[config.mk]
export PLATFORM = sky130hd
export DESIGN_NAME = bitmap_page_frame_allocator_flat
export DESIGN_NICKNAME = d
export VERILOG_FILES = /design/src/hw/rtl/bpfa_pkg.sv /design/src/hw/rtl/bpfa_if.sv /design/src/hw/rtl/bpfa_ram.sv /design/src/hw/rtl/bitmap_page_frame_allocator.sv /design/src/flat_wrapper.sv
export SDC_FILE = /design/constraint.sdc
export NUM_CORES = 2
export LEC_CHECK = 0
export BUFFER_PORTS_ARGS = -buffer_cell sky130_fd_sc_hd__buf_2
export CORE_ASPECT_RATIO = 0.75
export CORE_MARGIN = 5
export CORE_UTILIZATION = 50
export DETAILED_ROUTE_END_ITERATION = 10
export MAX_ROUTING_LAYER = met4
export PLACE_DENSITY_LB_ADDON = 0.08
export SETUP_SLACK_MARGIN = 0.05
export SYNTH_ARGS = -nofsm -noshare
export SYNTH_HDL_FRONTEND = slang
export SYNTH_SLANG_ARGS = --single-unit
[constraint.sdc]
create_clock -name clk -period 15.9 [get_ports clk]
set_input_delay 2.385 -clock clk [delete_from_list [all_inputs] [get_ports clk]]
set_output_delay 2.385 -clock clk [all_outputs]
set_load 0.005 [all_outputs]
[src/hw/rtl/bpfa_pkg.sv]
package bpfa_pkg;

  // page geometry
  localparam int PAGE_COUNT = 1024;
  localparam int PAGE_BYTES = 4096;
  localparam int PAGE_IDX_W = $clog2(PAGE_COUNT);
  localparam int OFFS_W     = $clog2(PAGE_BYTES);

  // mark store organization: one bit per page, packed into words
  localparam int WORD_BITS  = 32;
  localparam int BIT_W      = $clog2(WORD_BITS);
  localparam int WORD_COUNT = PAGE_COUNT / WORD_BITS;
  localparam int WORD_IDX_W = $clog2(WORD_COUNT);
  localparam int CNT_W      = WORD_IDX_W + 1;

  // payload widths
  localparam int OPCODE_W   = 2;
  localparam int ADDR_IN_W  = 32;
  localparam int STATUS_W   = 2;
  localparam int ADDR_OUT_W = 22;

  // request opcodes
  localparam logic [OPCODE_W-1:0] OP_ALLOC     = 2'd0;
  localparam logic [OPCODE_W-1:0] OP_FREE      = 2'd1;
  localparam logic [OPCODE_W-1:0] OP_MARK_USED = 2'd2;

  // response status codes
  localparam logic [STATUS_W-1:0] ST_DONE  = 2'd0;
  localparam logic [STATUS_W-1:0] ST_FULL  = 2'd1;
  localparam logic [STATUS_W-1:0] ST_RANGE = 2'd2;

  // lowest clear bit of a mark word
  function automatic logic [BIT_W-1:0] find_first_zero(input logic [WORD_BITS-1:0] w);
    logic [BIT_W-1:0] r;
    r = '0;
    for (int i = WORD_BITS - 1; i >= 0; i--) begin
      if (!w[i]) begin
        r = BIT_W'(i);
      end
    end
    return r;
  endfunction

endpackage

[src/hw/rtl/bpfa_if.sv]
interface bpfa_req_if import bpfa_pkg::*; ();
  logic                 valid;
  logic                 ready;
  logic [OPCODE_W-1:0]  opcode;
  logic [ADDR_IN_W-1:0] page_address;

  modport source (output valid, opcode, page_address, input ready);
  modport sink   (input valid, opcode, page_address, output ready);
endinterface

interface bpfa_rsp_if import bpfa_pkg::*; ();
  logic                  valid;
  logic                  ready;
  logic [STATUS_W-1:0]   status;
  logic [ADDR_OUT_W-1:0] allocated_address;

  modport source (output valid, status, allocated_address, input ready);
  modport sink   (input valid, status, allocated_address, output ready);
endinterface

[src/hw/rtl/bpfa_ram.sv]
module bpfa_ram #(
  parameter int WIDTH = 32,
  parameter int DEPTH = 32
) (
  input  logic                     clk,
  input  logic                     wr_en,
  input  logic [$clog2(DEPTH)-1:0] wr_addr,
  input  logic [WIDTH-1:0]         wr_data,
  input  logic [$clog2(DEPTH)-1:0] rd_addr,
  output logic [WIDTH-1:0]         rd_data
);

  logic [WIDTH-1:0] mem [DEPTH];

  // single write port, registered read port
  always_ff @(posedge clk) begin
    if (wr_en) begin
      mem[wr_addr] <= wr_data;
    end
    rd_data <= mem[rd_addr];
  end

endmodule

[src/hw/rtl/bitmap_page_frame_allocator.sv]
// Next-fit page frame allocator over a bitmap of page used marks.
// Requests come in on req (opcode, page_address) and each one gives exactly
// one word on rsp (status, allocated_address), in request order.
// Allocate scans the mark store from the next-fit pointer, one 32-page word
// per cycle, wrapping once, marks the first free page used and returns its
// byte address; free and mark-used clear or set the mark of the page that
// holds page_address, and a page beyond the last one is reported, not touched.
// From request accept, free and mark-used pass through S_MODIFY to
// S_RESULT, an out-of-range page or an unused opcode goes straight to
// S_RESULT, and allocate stays in S_SCAN for the start word and up to 32
// further words before S_RESULT. The scan rate is set by the single
// read port of the mark RAM. One request is in work at a time; req.ready is
// high again the cycle after the response is loaded into the output register.
// The output register holds a response while rsp.ready is low; the next
// request may be accepted and worked on meanwhile, and its response waits
// for the output register to empty.
// Reset clears the pointer and a per-word valid bit, so every page reads as
// free right away; there is no clearing pass.
module bitmap_page_frame_allocator import bpfa_pkg::*; (
  input logic        clk,
  input logic        rst,
  bpfa_req_if.sink   req,
  bpfa_rsp_if.source rsp
);

  typedef enum logic [3:0] {
    S_IDLE   = 4'b0001,
    S_SCAN   = 4'b0010,
    S_MODIFY = 4'b0100,
    S_RESULT = 4'b1000
  } state_t;

  state_t                  state;
  logic [OPCODE_W-1:0]     op;
  logic [WORD_IDX_W-1:0]   cur_word;
  logic [BIT_W-1:0]        addr_bit;
  logic [PAGE_IDX_W-1:0]   ptr;
  logic [CNT_W-1:0]        cnt;
  logic [WORD_COUNT-1:0]   word_valid;
  logic [STATUS_W-1:0]     res_status;
  logic [ADDR_OUT_W-1:0]   res_addr;
  logic                    out_valid;
  logic [STATUS_W-1:0]     out_status;
  logic [ADDR_OUT_W-1:0]   out_addr;

  logic [WORD_IDX_W-1:0]   rd_word;
  logic [WORD_BITS-1:0]    rd_data;
  logic [WORD_BITS-1:0]    data;
  logic [WORD_BITS-1:0]    low_mask;
  logic [WORD_BITS-1:0]    scan_word;
  logic                    found;
  logic [BIT_W-1:0]        fbit;
  logic [PAGE_IDX_W-1:0]   found_page;
  logic [WORD_BITS-1:0]    bit_sel;
  logic                    wr_en;
  logic [WORD_BITS-1:0]    wr_data;
  logic                    in_range;
  logic                    out_load;

  assign req.ready             = (state == S_IDLE);
  assign rsp.valid             = out_valid;
  assign rsp.status            = out_status;
  assign rsp.allocated_address = out_addr;

  // read address: start word on accept, following word while scanning
  always_comb begin
    if (state == S_IDLE) begin
      if (req.opcode == OP_ALLOC) begin
        rd_word = ptr[PAGE_IDX_W-1:BIT_W];
      end else begin
        rd_word = req.page_address[OFFS_W+BIT_W +: WORD_IDX_W];
      end
    end else begin
      rd_word = cur_word + 1'b1;
    end
  end

  assign in_range = ((req.page_address >> (OFFS_W + PAGE_IDX_W)) == '0);

  // never-written words read as all free
  assign data = word_valid[cur_word] ? rd_data : '0;

  // first word ignores pages below the pointer, the wrap revisit the rest
  assign low_mask = (WORD_BITS'(1) << ptr[BIT_W-1:0]) - WORD_BITS'(1);

  always_comb begin
    if (cnt == '0) begin
      scan_word = data | low_mask;
    end else if (cnt == CNT_W'(WORD_COUNT)) begin
      scan_word = data | ~low_mask;
    end else begin
      scan_word = data;
    end
  end

  assign found      = ~&scan_word;
  assign fbit       = find_first_zero(scan_word);
  assign found_page = {cur_word, fbit};

  // mark write-back
  always_comb begin
    bit_sel = '0;
    wr_en   = 1'b0;
    wr_data = data;
    if (state == S_SCAN && found) begin
      bit_sel = WORD_BITS'(1) << fbit;
      wr_en   = 1'b1;
      wr_data = data | bit_sel;
    end else if (state == S_MODIFY) begin
      bit_sel = WORD_BITS'(1) << addr_bit;
      wr_en   = 1'b1;
      wr_data = (op == OP_MARK_USED) ? (data | bit_sel) : (data & ~bit_sel);
    end
  end

  bpfa_ram #(
    .WIDTH (WORD_BITS),
    .DEPTH (WORD_COUNT)
  ) u_marks (
    .clk     (clk),
    .wr_en   (wr_en),
    .wr_addr (cur_word),
    .wr_data (wr_data),
    .rd_addr (rd_word),
    .rd_data (rd_data)
  );

  assign out_load = (state == S_RESULT) && (!out_valid || rsp.ready);

  // output register
  always_ff @(posedge clk) begin
    if (rst) begin
      out_valid <= 1'b0;
    end else if (out_load) begin
      out_valid <= 1'b1;
    end else if (rsp.ready) begin
      out_valid <= 1'b0;
    end
    if (out_load) begin
      out_status <= res_status;
      out_addr   <= res_addr;
    end
  end

  // per-word valid bits
  always_ff @(posedge clk) begin
    if (rst) begin
      word_valid <= '0;
    end else if (wr_en) begin
      word_valid[cur_word] <= 1'b1;
    end
  end

  // request sequencer
  always_ff @(posedge clk) begin
    if (rst) begin
      state <= S_IDLE;
      ptr   <= '0;
    end else begin
      unique case (state)
        S_IDLE: begin
          if (req.valid) begin
            op       <= req.opcode;
            cur_word <= rd_word;
            addr_bit <= req.page_address[OFFS_W +: BIT_W];
            cnt      <= '0;
            res_addr <= '0;
            unique case (req.opcode) inside
              OP_ALLOC: begin
                state <= S_SCAN;
              end
              OP_FREE, OP_MARK_USED: begin
                if (in_range) begin
                  state <= S_MODIFY;
                end else begin
                  res_status <= ST_RANGE;
                  state      <= S_RESULT;
                end
              end
              default: begin
                res_status <= ST_DONE;
                state      <= S_RESULT;
              end
            endcase
          end
        end
        S_SCAN: begin
          if (found) begin
            ptr        <= found_page + 1'b1;
            res_status <= ST_DONE;
            res_addr   <= ADDR_OUT_W'({found_page, {OFFS_W{1'b0}}});
            state      <= S_RESULT;
          end else if (cnt == CNT_W'(WORD_COUNT)) begin
            res_status <= ST_FULL;
            state      <= S_RESULT;
          end else begin
            cnt      <= cnt + 1'b1;
            cur_word <= cur_word + 1'b1;
          end
        end
        S_MODIFY: begin
          res_status <= ST_DONE;
          state      <= S_RESULT;
        end
        S_RESULT: begin
          if (out_load) begin
            state <= S_IDLE;
          end
        end
        default: begin
          state <= S_IDLE;
        end
      endcase
    end
  end

endmodule
[src/flat_wrapper.sv]
// flat-port wrapper written by rule: the top's interface ports become plain ports
module bitmap_page_frame_allocator_flat import bpfa_pkg::*;
  (clk, rst, req_valid, req_opcode, req_page_address, req_ready, rsp_valid, rsp_status, rsp_allocated_address, rsp_ready);
  bpfa_req_if req_i ();
  bpfa_rsp_if rsp_i ();
  input logic clk;
  input logic rst;
  input wire logic [$bits(req_i.valid)-1:0] req_valid;
  input wire logic [$bits(req_i.opcode)-1:0] req_opcode;
  input wire logic [$bits(req_i.page_address)-1:0] req_page_address;
  output wire logic [$bits(req_i.ready)-1:0] req_ready;
  output wire logic [$bits(rsp_i.valid)-1:0] rsp_valid;
  output wire logic [$bits(rsp_i.status)-1:0] rsp_status;
  output wire logic [$bits(rsp_i.allocated_address)-1:0] rsp_allocated_address;
  input wire logic [$bits(rsp_i.ready)-1:0] rsp_ready;
  assign req_i.valid = req_valid;
  assign req_i.opcode = req_opcode;
  assign req_i.page_address = req_page_address;
  assign req_ready = req_i.ready;
  assign rsp_valid = rsp_i.valid;
  assign rsp_status = rsp_i.status;
  assign rsp_allocated_address = rsp_i.allocated_address;
  assign rsp_i.ready = rsp_ready;
  bitmap_page_frame_allocator u_core (.clk(clk), .rst(rst), .req(req_i), .rsp(rsp_i));
endmodule
---- After elaboration in Yosys (flattened, before gate mapping) ----
Memories as Yosys holds them, arrays and structs flattened. A register that Yosys moved wholly into a read port is not among the register bits.
Cells that the tools add are included.
storage, ports and cells
  register bits ........................... 113
  bits in latches ......................... 0
  memory bits (writable) .................. 1024
  bits in read-only memories .............. 0
  memories kept ........................... 1
memories
  memory              words  bits a word  rd ports  clocked after memory_dff  wr ports  line            RTL
  u_core.u_marks.mem  32     32           1         1                         1         bpfa_ram.sv:13  logic [WIDTH-1:0] mem [DEPTH];
cells by class
  $add $sub $neg .......................... 4
  multipliers ............................. 0
  divide/modulo/power cells ............... 0
  order comparisons ....................... 2
  equality and inequality tests ........... 16
  shift operators ......................... 3
  mux-type cells .......................... 74
  bitwise logic cells ..................... 10
  reduce and logical (&&, ||, !) cells .... 20
operators with widths
  kind                     count
  $mux W32                 6
  $mux W5                  37
  $or A32 B32 Y32          5
  $shl A1 B5 Y32 const A   3
  $not A32 Y32             2
  $mux W22                 2
  $pmux W22 S2             1
  $and A32 B32 Y32         1
  $logic_not A32 Y1        1
  $reduce_and A32 Y1       1
  $sub A32 B2 Y32 const B  1
  $mux W4                  5
  $mux W6                  3
  $pmux W4 S4              1
  $pmux W6 S2              1
  $add A10 B1 Y10 const B  1
  $pmux W5 S2              1
  $mux W1                  8
  $mux W2                  4
  $ne A2 B2 Y1 const B     4
  $pmux W4 S2              1
  $add A6 B1 Y6 const B    1
  $eq A6 B6 Y1 const B     1
  $logic_not A6 Y1         1
  other kinds (28)         37

---- Longest topological paths before layout ----
  depth after elaboration ................. 41
  mapped depth ............................ 23

---- By module ----
A second synthesis with hierarchy kept.
second synthesis, totals
  cell total of the unflattened synthesis .. 3224
  area total of the unflattened synthesis .. 48367.6 um2
modules (own cells, without submodules)
  module                       instances  cells each  area an instance (um2)
  bpfa_ram                     1          2260        40492.6
  bitmap_page_frame_allocator  1          964         7875.1

---- Worst setup path after synthesis ----
OpenSTA, ideal clock, no wires.
  path type ............................... reg-to-reg
  start ................................... register u_core.ptr[2]
  end ..................................... memory u_core.u_marks.mem[0][15], data pin
  setup time .............................. 0.377 ns
  arrival time ............................ 5.547 ns
  slack ................................... 9.976 ns
  cell stages (with the launch flop) ...... 23
  buffers on the path ..................... 4
  period minus slack after synthesis ...... 5.924 ns
  cells stage by stage .................... dfxtp_1 buf_2 buf_2 nor3_2 nand2_1 ha_1 clkbuf_1 buf_2 o211a_1 a31o_2 a21oi_1 o221ai_1 a21o_1 a2111oi_0 a211oi_1 a311o_1 or2_2 inv_1 ha_1 ha_1 a22o_1 a21oi_1 a21oi_1
between the ends
  longest elaborated chain between the ends .. 41
ends and longest elaborated chain
  element                         line                                RTL
  start, declared                 bitmap_page_frame_allocator.sv:37   logic [PAGE_IDX_W-1:0] ptr;
  start signal, assigned          bitmap_page_frame_allocator.sv:189  ptr <= found_page + 1'b1;
  $shl A1 B5 Y32 *                bitmap_page_frame_allocator.sv:84   assign low_mask = (WORD_BITS'(1) << ptr[BIT_W-1:0]) - WORD_BITS'(1);
  $sub A32 B2 Y32 *               bitmap_page_frame_allocator.sv:84
  $not A32 Y32                    bitmap_page_frame_allocator.sv:90   scan_word = data | ~low_mask;
  $or A32 B32 Y32                 bitmap_page_frame_allocator.sv:90
  $mux W32                        bitmap_page_frame_allocator.sv:89   end else if (cnt == CNT_W'(WORD_COUNT)) begin
  $mux W32 *                      bitmap_page_frame_allocator.sv:87   if (cnt == '0) begin
  $mux W5 (31 in series)          bpfa_pkg.sv:37                      if (!w[i]) begin
  $mux W5 *                       bpfa_pkg.sv:37
  net u_core.fbit[0]              bitmap_page_frame_allocator.sv:52   logic [BIT_W-1:0] fbit;
  $shl A1 B5 Y32 *                bitmap_page_frame_allocator.sv:106  bit_sel = WORD_BITS'(1) << fbit;
  $or A32 B32 Y32 *               bitmap_page_frame_allocator.sv:108  wr_data = data | bit_sel;
  $mux W32 *                      bitmap_page_frame_allocator.sv:105  if (state == S_SCAN && found) begin
  net u_core.u_marks.wr_data[15]  bpfa_ram.sv:8                       input logic [WIDTH-1:0] wr_data,
  end, declared                   bpfa_ram.sv:13
The timed path passes the listed nets; every way through them passes the cells marked *.

---- Final worst setup path ----
  start ................................... register u_core.cur_word[2]
  end ..................................... memory u_core.u_marks.mem[10][15], data pin
between the ends
  longest elaborated chain between the ends .. 41
ends and longest elaborated chain
  element                          line                                RTL
  start, declared                  bitmap_page_frame_allocator.sv:35   logic [WORD_IDX_W-1:0] cur_word;
  start signal, assigned           bitmap_page_frame_allocator.sv:164  cur_word <= rd_word;
  start signal, assigned           bitmap_page_frame_allocator.sv:198  cur_word <= cur_word + 1'b1;
  $bmux W1 S5 *                    bitmap_page_frame_allocator.sv:81   assign data = word_valid[cur_word] ? rd_data : '0;
  $mux W1 (implied by the code) *  bitmap_page_frame_allocator.sv:81
  $mux W32 *                       bitmap_page_frame_allocator.sv:81
  $or A32 B32 Y32                  bitmap_page_frame_allocator.sv:90
  $mux W32                         bitmap_page_frame_allocator.sv:89
  $mux W32 *                       bitmap_page_frame_allocator.sv:87
  $mux W5 (31 in series)           bpfa_pkg.sv:37
  $mux W5 *                        bpfa_pkg.sv:37
  net u_core.fbit[0]               bitmap_page_frame_allocator.sv:52
  $shl A1 B5 Y32 *                 bitmap_page_frame_allocator.sv:106
  $or A32 B32 Y32 *                bitmap_page_frame_allocator.sv:108
  $mux W32 *                       bitmap_page_frame_allocator.sv:105
  net u_core.u_marks.wr_data[15]   bpfa_ram.sv:8
The timed path passes the listed nets; every way through them passes the cells marked *. The select of a mux whose other input is x is not followed.

==> summary.md <==
| Metric | Value |
|---|---|
| Outcome | `complete, no violations` |
| Worst hold start | `u_core.res_addr[21]$_SDFFCE_PN0P_` |
| Worst r2r dst | `u_core.u_marks.mem[10][15]$_DFFE_PP_` |
| DR vias/cell | `6.46` |
| Clock input transition at the sequential cells of the worst setup and hold paths | `60 ps` |
| DRT antenna net count | `0` |
| CTS hold repair buffers | `0` |
| Crit path largest cell delay | `950 ps` |
| Htree depth | `3` |
| Lkg Pwr | `17.0 nW` |
| Min cycle time layout | `7340 ps` |
| Global-route usage over all layers | `25.7%` |
| DIE AREA | `0.102 mm2` |
| Endpoints failing hold | `0` |
| Data required, critical path | `16220 ps` |
| Area growth syn-to-layout | `11.5%` |
| Port buffer count | `39` |
| DRT Wirelength | `128000 um` |
| Hold WC Path Type | `reg2reg` |
| Syn Area/Cell | `17.4 um2` |
| Rows | `98` |
| Die Y | `278 um` |
| Register area share after synthesis | `70.4%` |
| RSZ-0062 raised after global routing | `false` |
| Max-cap violations | `0` |
| Syn Std Cell Area | `0.0477 mm2` |
| Yosys Warn Count | `0` |
| Cell area after placement | `0.0498 mm2` |
| P_int | `5.63 mW` |
| Worst setup SP type | `flip-flop` |
| CTS buffer count | `109` |
| Syn Inst Count | `2747` |
| Clk pwr share | `31.7%` |
| P_sw | `2.23 mW` |
| Io pins | `64` |
| Element type at the critical path end | `flip-flop` |
| PnR worst setup slack | `8560 ps` |
| Crit path DAT | `7660 ps` |
| CTS sink cnt | `1145` |
| Slowest cell on crit path | `a21oi_2` |
| Worst R2R Setup Slack | `8560 ps` |
| Reg2reg start | `u_core.cur_word[2]$_DFFE_PP_` |
| Finished Cell Area | `0.0532 mm2` |
| Most frequent cells in the layout | `edfxtp_1, mux4_2, nor2_1` |
| Via count | `26784` |
| Initial Util | `50.2%` |
| Switching Fraction | `28.3%` |
| Peak supply drop | `0.000112 V` |
| Critical path origin | `u_core.cur_word[2]$_DFFE_PP_` |
| Final setup violating endpoints | `0` |
| Cell count after placement | `3941` |
| Post-Route Skew | `29.2 ps` |
| First-pass GRT wire length | `184000 um` |
| PD cells | `148 mW/mm2` |
| Library cells used by synthesis | `87` |
| Final Wtd Congestion | `0.953` |
| Longest Clk Path Bufs | `3` |
| Critical Setup Path Class | `reg2reg` |
| Fraction of registers with async set/reset | `0%` |
| Share of layout cells above drive strength 1 | `23.2%` |
| Final Cycle Share | `46.2%` |
| Drt pass-1 iters | `5` |
| CP Max Fanout | `60` |
| DRT iter0 DRCs | `3119` |
| Floorplan core area | `0.0950 mm2` |
| Post-synth EDFFs | `1066` |
| Clock root buffer | `clkbuf_16` |
| Commonest non-fill, non-tap cell in the layout | `edfxtp_1` |
| Slew of the pin with the lowest slew margin | `1410 ps` |
| Max-slew violations | `0` |
| Seq cells post-synth | `1145` |
| Routed length per instance | `30.8 um` |
| Vias in the first global route | `26223` |
| Gate power share | `21.5%` |
| Worst path cell trace | `nand3_1 -> o221ai_1 -> a22o_1 -> or2_2 -> buf_4 -> nand2_1 -> a311oi_1 -> o311ai_1 -> a311o_1 -> or2_2 -> inv_1 -> ha_1 -> ha_1 -> a22o_1 -> a21oi_1 -> a21oi_2` |
| Rel. slew slack | `5.88%` |
| Sequential Power Share | `46.9%` |
| CP endpoint | `u_core.u_marks.mem[10][15]$_DFFE_PP_` |
| Die W | `367 um` |
| Main synth FF type | `edfxtp_1` |
| Setup Fix Bufs, Post-CTS | `0` |
| Total power | `7.86 mW` |
| FMAX | `0.136 GHz` |
| DP Wirelength | `71400 um` |
| FF-to-FF path depth | `16` |
| Layout Cells excl Fill | `4145` |
| NumNets Final | `2855` |
| PostCTS Resize Cnt | `0` |
| Setup TNS | `0 ps` |
| Clk_lat worst skew | `720 ps` |
| Largest net degree at the start of global routing | `115` |
| Initial antenna violation count | `6` |
| GRT Residual Overflow | `0` |
| DRC viols | `0` |
| CTS tree | `yes` |
| Post-Place Worst Slack | `8800 ps` |
[power by group through the flow]
stage                     clock, mW  sequential (mW)  combinational, mW
after floorplan                   0             3.67               1.21
after global placement            0             3.74               1.67
after detailed placement          0             3.74               1.69
after CTS                      2.54             3.68               1.70
after global routing           2.68             3.68               1.83
final                          2.49             3.69               1.69
[metrics by stage]
step	util, %	hold slack, ps
after floorplan	-	400
after global placement	52.4	405
after detailed placement	52.4	408
after CTS	56.0	421
after global routing	56.0	437
final	56.0	419
[state kept, by name, summed over array words and instances (netlist names)]
signal,cells
u_core.u_marks.mem,1024
u_core.rsp.allocated_address,10
u_core.cnt,6
u_core.res_status,2
u_core.word_valid,32
u_core.rsp.valid,1
u_core.res_addr,10
u_core.op,2
u_core.rsp.status,2
u_core.u_marks.rd_data,32
u_core.state,4
u_core.ptr,10
u_core.cur_word,5
u_core.addr_bit,5
[final cells by class]
type | instances | area, um2
fill | 7231 | 41800
sequential | 1145 | 33600
multi-input combinational | 1394 | 13700
clock buffer | 142 | 2890
tap | 1250 | 1560
timing repair buffer | 122 | 888
clock inverter | 60 | 518
inverter | 31 | 116
antenna | 1 | 2.50
[how the worst min path moves through the flow]
stage	end	slack, ps	cells after the start
finish	u_core.rsp.allocated_address[21]$_DFFE_PP_	420	0
global route	u_core.rsp.allocated_address[21]$_DFFE_PP_	440	0
CTS	u_core.rsp.allocated_address[21]$_DFFE_PP_	420	0
detailed placement	u_core.rsp.allocated_address[20]$_DFFE_PP_	410	0
global placement	u_core.rsp.allocated_address[13]$_DFFE_PP_	400	0
floorplan	u_core.rsp.allocated_address[12]$_DFFE_PP_	400	0
[synth_stat cells, types with 25 or more instances]
library cell	n	area share [%]
nand3_1	28	0.29
mux2_2	66	1.6
nor3_1	25	0.26
nand2_1	104	0.82
o21ai_0	79	0.83
mux4_2	258	12
mux2i_1	84	1.8
buf_1	45	0.35
a31oi_1	42	0.55
o211ai_1	37	0.58
a21oi_1	100	1.0
inv_1	29	0.23
a22oi_1	54	0.85
dfxtp_1	79	3.3
clkbuf_1	108	0.85
edfxtp_1	1066	67
nor2_1	177	1.4
[critical path, delay by kind of cell, from the launching register on]
| family | cells | cell delay [ps] |
|---|---|---|
| adders and majority gates | 2 | 680 |
| and+or+nand+nor | 4 | 1610 |
| DFF | 1 | 930 |
| AOI/OAI and AO/OA | 8 | 3010 |
| buffers and inverters | 2 | 660 |
[routing by layer]
layer	share of wire (%)	global-route usage, %	wire length, um
met1	45	38.5	57500
met3	7.8	4.64	9990
met2	45	37.6	57500
met4	2.1	5.31	2620
met5	0	-	0
[logic make-up after synthesis]
| group | synth area share, % |
|---|---|
| buf+inv | 1.93 |
| xor+xnor | 0.422 |
| simple gates | 4.75 |
| fa+ha+maj | 0.367 |
| compound gates | 6.67 |
| flops | 70.4 |
| mux | 15.5 |
| other cells | 0.00786 |
Note: power is estimated with default switching activity, not from simulation.
